[config.mk]
export PLATFORM = sky130hd
export DESIGN_NAME = ffh_ctrl
export DESIGN_NICKNAME = d
export VERILOG_FILES = /design/src/rtl/ffh_pkg.sv /design/src/rtl/ffh_ctrl.sv
export SDC_FILE = /design/constraint.sdc
export NUM_CORES = 1
export LEC_CHECK = 0
export ABC_AREA = 1
export BUFFER_PORTS_ARGS = -buffer_cell sky130_fd_sc_hd__buf_4
export CAP_MARGIN = 20
export CORE_AREA = 2 2 39 41
export DETAILED_ROUTE_END_ITERATION = 16
export DIE_AREA = 0 0 41 43
export PLACE_DENSITY = 0.7
export SLEW_MARGIN = 20
export SYNTH_ARGS = -nofsm -noshare
export SYNTH_HDL_FRONTEND = slang
export SYNTH_SLANG_ARGS = --single-unit
[constraint.sdc]
create_clock -name clk -period 2.6 [get_ports clk]
set_clock_uncertainty 0.2 [all_clocks]
set_input_delay 0.13 -clock clk [delete_from_list [all_inputs] [get_ports clk]]
set_output_delay 0.13 -clock clk [all_outputs]
set_load 0.02 [all_outputs]
[src/rtl/ffh_pkg.sv]
// Package: shared constants, opcodes, controller/datapath command and status types.
package ffh_pkg;
  localparam int MAX_SIDE    = 256;
  localparam int HEIGHT_BITS = 24;
  localparam int COORD_BITS  = $clog2(MAX_SIDE);
  localparam int SIDE_BITS   = COORD_BITS + 1;
  localparam int ADDR_BITS   = 2 * COORD_BITS;
  localparam int CELLS       = MAX_SIDE * MAX_SIDE;
  localparam int CNT_BITS    = 16;
  localparam int DIV_BITS    = CNT_BITS + HEIGHT_BITS + 2;

  localparam logic [1:0] OP_FAULT  = 2'd0;
  localparam logic [1:0] OP_SMOOTH = 2'd1;
  localparam logic [1:0] OP_READ   = 2'd2;
  localparam logic [1:0] OP_CLEAR  = 2'd3;

  localparam logic [2:0] REG_SIZE   = 3'd0;
  localparam logic [2:0] REG_FAULTS = 3'd1;
  localparam logic [2:0] REG_MIN    = 3'd2;
  localparam logic [2:0] REG_MAX    = 3'd3;
  localparam logic [2:0] REG_COEFF  = 3'd4;

  // sweep kinds
  localparam logic [2:0] SW_FAULT = 3'd0;
  localparam logic [2:0] SW_LR    = 3'd1;
  localparam logic [2:0] SW_RL    = 3'd2;
  localparam logic [2:0] SW_TB    = 3'd3;
  localparam logic [2:0] SW_BT    = 3'd4;
  localparam logic [2:0] SW_CLEAR = 3'd5;

  typedef struct packed {
    logic       latch;      // capture input item
    logic       div_start;
    logic       sweep_start;
    logic [2:0] sweep_kind;
    logic       read_start;
    logic       count_fault;
    logic       clear_count;
    logic       post;       // load result register
  } ffh_cmd_t;

  typedef struct packed {
    logic div_done;
    logic sweep_done;
    logic read_done;
  } ffh_sts_t;
endpackage

[src/rtl/ffh_ctrl.sv]
// Controller: sequences fault, smooth, read and clear operations.
module ffh_ctrl (
  input  logic              clk,
  input  logic              rst_n,
  input  logic              in_valid,
  output logic              in_ready,
  input  logic [1:0]        in_operation,
  input  logic              res_busy,
  input  ffh_pkg::ffh_sts_t sts,
  output ffh_pkg::ffh_cmd_t cmd
);
  import ffh_pkg::*;

  localparam logic [3:0] S_IDLE   = 4'd0;
  localparam logic [3:0] S_DECODE = 4'd1;
  localparam logic [3:0] S_DIV    = 4'd2;
  localparam logic [3:0] S_FAULT  = 4'd3;
  localparam logic [3:0] S_LR     = 4'd4;
  localparam logic [3:0] S_RL     = 4'd5;
  localparam logic [3:0] S_TB     = 4'd6;
  localparam logic [3:0] S_BT     = 4'd7;
  localparam logic [3:0] S_READ   = 4'd8;
  localparam logic [3:0] S_CLEAR  = 4'd9;
  localparam logic [3:0] S_POST   = 4'd10;
  localparam logic [3:0] S_WAIT   = 4'd11;

  logic [3:0] state_r, state_nxt;
  logic [1:0] op_r, op_nxt;
  logic       first_r, first_nxt;   // sweep start pulse pending

  assign in_ready = (state_r == S_IDLE);

  always_comb begin
    state_nxt = state_r;
    op_nxt    = op_r;
    first_nxt = 1'b0;
    cmd       = '0;
    unique case (state_r)
      S_IDLE: begin
        if (in_valid) begin
          cmd.latch = 1'b1;
          op_nxt    = in_operation;
          state_nxt = S_DECODE;
        end
      end
      S_DECODE: begin
        first_nxt = 1'b1;
        unique case (op_r)
          OP_FAULT: begin
            cmd.div_start = 1'b1;
            first_nxt     = 1'b0;
            state_nxt     = S_DIV;
          end
          OP_SMOOTH: state_nxt = S_LR;
          OP_READ: begin
            cmd.read_start = 1'b1;
            first_nxt      = 1'b0;
            state_nxt      = S_READ;
          end
          default: state_nxt = S_CLEAR;
        endcase
      end
      S_DIV: begin
        if (sts.div_done) begin
          first_nxt = 1'b1;
          state_nxt = S_FAULT;
        end
      end
      S_FAULT, S_LR, S_RL, S_TB, S_BT, S_CLEAR: begin
        if (first_r) begin
          cmd.sweep_start = 1'b1;
          unique case (state_r)
            S_FAULT: cmd.sweep_kind = SW_FAULT;
            S_LR:    cmd.sweep_kind = SW_LR;
            S_RL:    cmd.sweep_kind = SW_RL;
            S_TB:    cmd.sweep_kind = SW_TB;
            S_BT:    cmd.sweep_kind = SW_BT;
            default: cmd.sweep_kind = SW_CLEAR;
          endcase
        end else if (sts.sweep_done) begin
          first_nxt = 1'b1;
          unique case (state_r)
            S_LR: state_nxt = S_RL;
            S_RL: state_nxt = S_TB;
            S_TB: state_nxt = S_BT;
            S_FAULT: begin
              cmd.count_fault = 1'b1;
              first_nxt       = 1'b0;
              state_nxt       = S_POST;
            end
            S_CLEAR: begin
              cmd.clear_count = 1'b1;
              first_nxt       = 1'b0;
              state_nxt       = S_POST;
            end
            default: begin
              first_nxt = 1'b0;
              state_nxt = S_POST;
            end
          endcase
        end
      end
      S_READ: begin
        if (sts.read_done) state_nxt = S_POST;
      end
      S_POST: begin
        if (!res_busy) begin
          cmd.post  = 1'b1;
          state_nxt = S_WAIT;
        end
      end
      S_WAIT: state_nxt = S_IDLE;
      default: state_nxt = S_IDLE;
    endcase
  end

  always_ff @(posedge clk) begin
    if (!rst_n) begin
      state_r <= S_IDLE;
      op_r    <= OP_FAULT;
      first_r <= 1'b0;
    end else begin
      state_r <= state_nxt;
      op_r    <= op_nxt;
      first_r <= first_nxt;
    end
  end
endmodule

---- Yosys cells after proc, flatten, opt, wreduce, memory -nomap -nowiden ----
Index checks and enable logic that the tools add are counted.
storage, ports and cells
  bits in registers ....................... 7
  bits in latches ......................... 0
  bits in writable memories ............... 0
  bits in read-only memories .............. 0
  bits of input ports ..................... 9
  output and inout port bits .............. 11
  word-level logic and storage cells ...... 59
  memories kept ........................... 0
cells by class
  $add $sub $neg .......................... 0
  $mul .................................... 0
  divide/modulo/power cells ............... 0
  magnitude comparators ................... 0
  equality and inequality tests ........... 18
  shift operators ......................... 0
  multiplexer cells ....................... 31
  bitwise gates (word level) .............. 0
  reductions and logical operators ........ 7
operator list
  operator                                                                number
  4-bit two-way mux                                                       8
  4-bit one-hot mux with 3 select lines                                   2
  4-bit one-hot mux with 6 select lines                                   1
  4-bit by 3-bit equality test with 1-bit output (second input constant)  4
  1-bit two-way mux                                                       15
  3-bit one-hot mux with 5 select lines                                   1
  4-bit equality test (second input constant)                             3
  2-bit inequality test (second input constant)                           6
  4-bit by 2-bit equality test with 1-bit output (second input constant)  2
  2-bit two-way mux                                                       3
  6-bit AND reduction                                                     1
  6-bit OR reduction                                                      1
  4-bit by 1-bit equality test with 1-bit output (second input constant)  1
  4-bit logical NOT                                                       1
  1-bit one-hot mux with 3 select lines                                   1
  3-bit OR reduction                                                      1
  2-bit by 1-bit equality test with 1-bit output (second input constant)  1
  2-bit equality test (second input constant)                             1
  2-bit logical NOT                                                       1
  2-bit AND reduction                                                     1
  2-bit OR reduction                                                      1

---- Depth between registers and ports, before layout ----
  depth in word-level cells ............... 6
  depth in mapped cells ................... 9
  depth with buffers taken out ............ 9

---- Worst setup path after synthesis ----
OpenSTA, ideal clock, no wires.
  path type ............................... register to register
  start point ............................. reg state_r[0]
  end point ............................... reg op_r[0]
  library setup time ...................... 118 ps
  arrival ................................. 1298 ps
  required time ........................... 2282 ps
  setup slack ............................. 984 ps
  stages on the path, launching flop included .. 7
  path buffers ............................ 0
  period minus slack after synthesis ...... 1616 ps
  path through ............................ dfxtp_1 nor2_1 nand2_1 nor2_1 inv_1 o21ai_1 a21oi_1
on the way
  longest elaborated chain between the ends .. 2
RTL lines
  what                                  RTL line         text
  from (decl)                           ffh_ctrl.sv:27   logic [3:0] state_r, state_nxt;
  from (signal assigned)                ffh_ctrl.sv:123  state_r <= state_nxt;
  4-bit logical NOT                     ffh_ctrl.sv:38   unique case (state_r)
  2-bit AND reduction (no source line)  --
  to (signal assigned)                  ffh_ctrl.sv:124  op_r <= op_nxt;
  to (decl)                             ffh_ctrl.sv:28   logic [1:0] op_r, op_nxt;
Every way passes these cells.
A chain may end at the register's enable or synchronous reset.

==> flow_summary.yaml <==
status:
  status: "finished clean"
worst_setup_path:
  startpoint_type: "register"
  slowest_stage: "dfxtp_1"
  cpPeakStageDelay_ns: 0.43
  cp_max_fo: 5
  crit_start: "state_r[3]$_SDFFE_PN0P_"
  cp.required_ns: 2.27
  crit_chain: "inv_2 -> nor2_2 -> nand2_2 -> nand2_4 -> nand2_1 -> nor2_1 -> buf_4"
  critPathKind: "reg -> out"
  end_kind: "primary output"
  arrival_ns: 1.51
  r2r_start: "state_r[3]$_SDFFE_PN0P_"
sta:
  worst_pin_slew_ns: 0.330
  fin_setup_tns_ns: 0
  finalCritPeriodShare: 0.706
  fmax_mhz: 545
  layout_min_cycle_time_ns: 1.84
  setup_violations: 0
  relSlewSlack: 0.779
  slew_violations: 0
  rsz0062_at_grt: "no"
  hold_viol: 0
clock_network:
  numCtsBuffers: 3
  htree_levels: 1
  clockRootBuffer: "clkbuf_4"
  clk_path_buf_depth: 2
  clk_pin_slew_worst_paths_ns: 0.05
  clock_latency_ns: 0.26
  postCtsHoldBufs: 3
  clock_sinks: 7
  cts_tree: "built"
  postCtsSetupBuffers: 0
  ctsResizeCount: 0
power:
  p_per_area_nw_per_um2: 885
  leakagePower_nw: 0.418
  p_seq_frac: 0.254
  switching_share: 0.508
  clkPwrFrac: 0.148
  p_sw_mw: 0.353
  ir_worst_vdd_mv: 0.421
  power_mw: 0.696
  internal_power_mw: 0.342
  pwr-share-comb: 0.599
route:
  wirelength_um: 1510
  drt_iter0_markers: 13
  routed-via-count: 701
  wl_met1_um: 571
  first_pass_iters: 4
  wl_met3_um: 123
  ant_nets: 0
  top_layer: "met4"
  routedWlPerCell_um: 11.0
  wl_met2_um: 742
  route.detailed.drc: 0
  viasPerCell: 5.12
logic_synthesis:
  synth-seq-cells: 7
  synth_nets: 104
  yosysTopAreaCellShare: 0.247
  yosys-top-cells-area: "dfxtp_1 25%, nand2_1 15%, nand3_1 9.7%"
  synth-edff-count: 0
  yosysTopAreaCell: "dfxtp_1"
  ys_seq_area_frac: 0.247
  ys_top_cells_by_count: "23 x nand2_1, 13 x inv_1, 11 x nand3_1, 11 x nor2_1, 7 x dfxtp_1"
  yosysWarnings: 0
  synth_cell_types: 18
  ys.flop_type: "dfxtp_1"
  synth_area_um2: 567
  synthesis.instances: 95
  synthArstFlopShare: 0
  synth_most_common_cell: "nand2_1"
  synth_area_per_cell_um2: 5.97
global_routing:
  grt_antenna_before_repair: 0
  grt_pass1_wl_um: 2530
  grt_pass1_vias: 647
  grt_usage: 0.212
  grt_overflow: 0
  grt_max_degree: 8
layout:
  diodes: 0
  area_growth_pct: 38.6
  drive_gt1_frac: 0.314
  nets: 131
die:
  die_y_um: 43
  die_area_um2: 1760
  io_pins: 20
  initial_core_util: 0.410
  fp.dieW_um: 41
  core_um2: 1380
  rows: 14
min_path:
  hp-start: "in_valid"
  hp-class: "in -> reg"
placed_design:
  place_hpwl_um: 1190
  gp_congestion: 0.861
  io_buffer_count: 19
job:
  cap_violations: 0
==> final cells by class <==
class                           count  area (um2)
Inverter                           15        56.3
Sequential cell                     7         140
Fill cell                         146         598
Timing Repair Buffer               22         173
Tap cell                           16        20.0
Multi-Input combinational cell     73         370
Clock buffer                        4        26.3
==> state kept, by name, indices dropped and copies added, names as in the netlist <==
register and cells:
op_r 2, state_r 4, first_r 1
==> cell usage in the layout, fill, tap and decap left out <==
cell / n
nand2_1: 23
buf_4: 19
inv_1: 13
nor2_1: 11
nand3_1: 11
dfxtp_1: 7
a21oi_1: 6
nor2_2: 5
nand2_2: 4
nand2_4: 3
clkbuf_4: 3
dlygate4sd3_1: 3
inv_2: 2
nor2_4: 2
o21ai_1: 2
a31oi_1: 1
nor3_1: 1
nor4_1: 1
o22ai_1: 1
o21ai_0: 1
nand4_1: 1
clkbuf_1: 1
==> worst max-delay path: cells and delay by family (launching register included) <==
kind | cells | cell delay [ns]
buffers and inverters | 2 | 0.23
DFF | 1 | 0.43
and+or+nand+nor | 5 | 0.57
==> power by group through the flow <==
| stage | logic, mW | clock network, mW | registers (mW) |
|---|---|---|---|
| after floorplan | 0.301 | 0 | 0.170 |
| after global placement | 0.402 | 0 | 0.177 |
| after detailed placement | 0.407 | 0 | 0.178 |
| after CTS | 0.418 | 0.101 | 0.176 |
| after global routing | 0.460 | 0.112 | 0.181 |
| final | 0.416 | 0.103 | 0.176 |
==> logic make-up (layout without fill, tap and decap cells) <==
| family | count (synthesis) | after routing | synth area share |
|---|---|---|---|
| AND/OR/NAND/NOR | 62 | 62 | 0.552 |
| buffers and inverters | 15 | 41 | 0.0993 |
| AO/OA/AOI/OAI | 11 | 11 | 0.102 |
| flip-flops | 7 | 7 | 0.247 |
==> routing by layer <==
metal | global-route usage | vias up
li1 | - | 355
met1 | 0.235 | 301
met2 | 0.325 | 35
met3 | 0.0681 | 10
met4 | 0.140 | 0
met5 | 0 | -
==> metrics by stage <==
stage | setup WS [ns] | instance area [um2] | hold slack [ns] | cells | utilization
2_1_floorplan | 0.984 | 567 | 0.0568 | 95 | -
4_1_cts | 0.775 | 786 | 0.123 | 137 | 0.568
6_report | 0.764 | 786 | 0.121 | 137 | 0.568
3_5_place_dp | 1.05 | 729 | 0.222 | 130 | 0.527
5_1_grt | 0.639 | 786 | 0.189 | 137 | 0.568
3_3_place_gp | 1.07 | 729 | 0.197 | 130 | 0.527
==> path summary, 6_finish.rpt <==
| path | to | cells after the start | slack (ns) |
|---|---|---|---|
| setup reg to reg | state_r[0]$_SDFFE_PN0P_ | 8 | 1.01 |
| hold / removal | op_r[1]$_SDFFE_PN0P_ | 5 | 0.12 |
| setup / recovery | cmd[6] | 7 | 0.76 |
| hold reg to reg | op_r[1]$_SDFFE_PN0P_ | 2 | 0.32 |
Power figures use the tool's default switching activity.
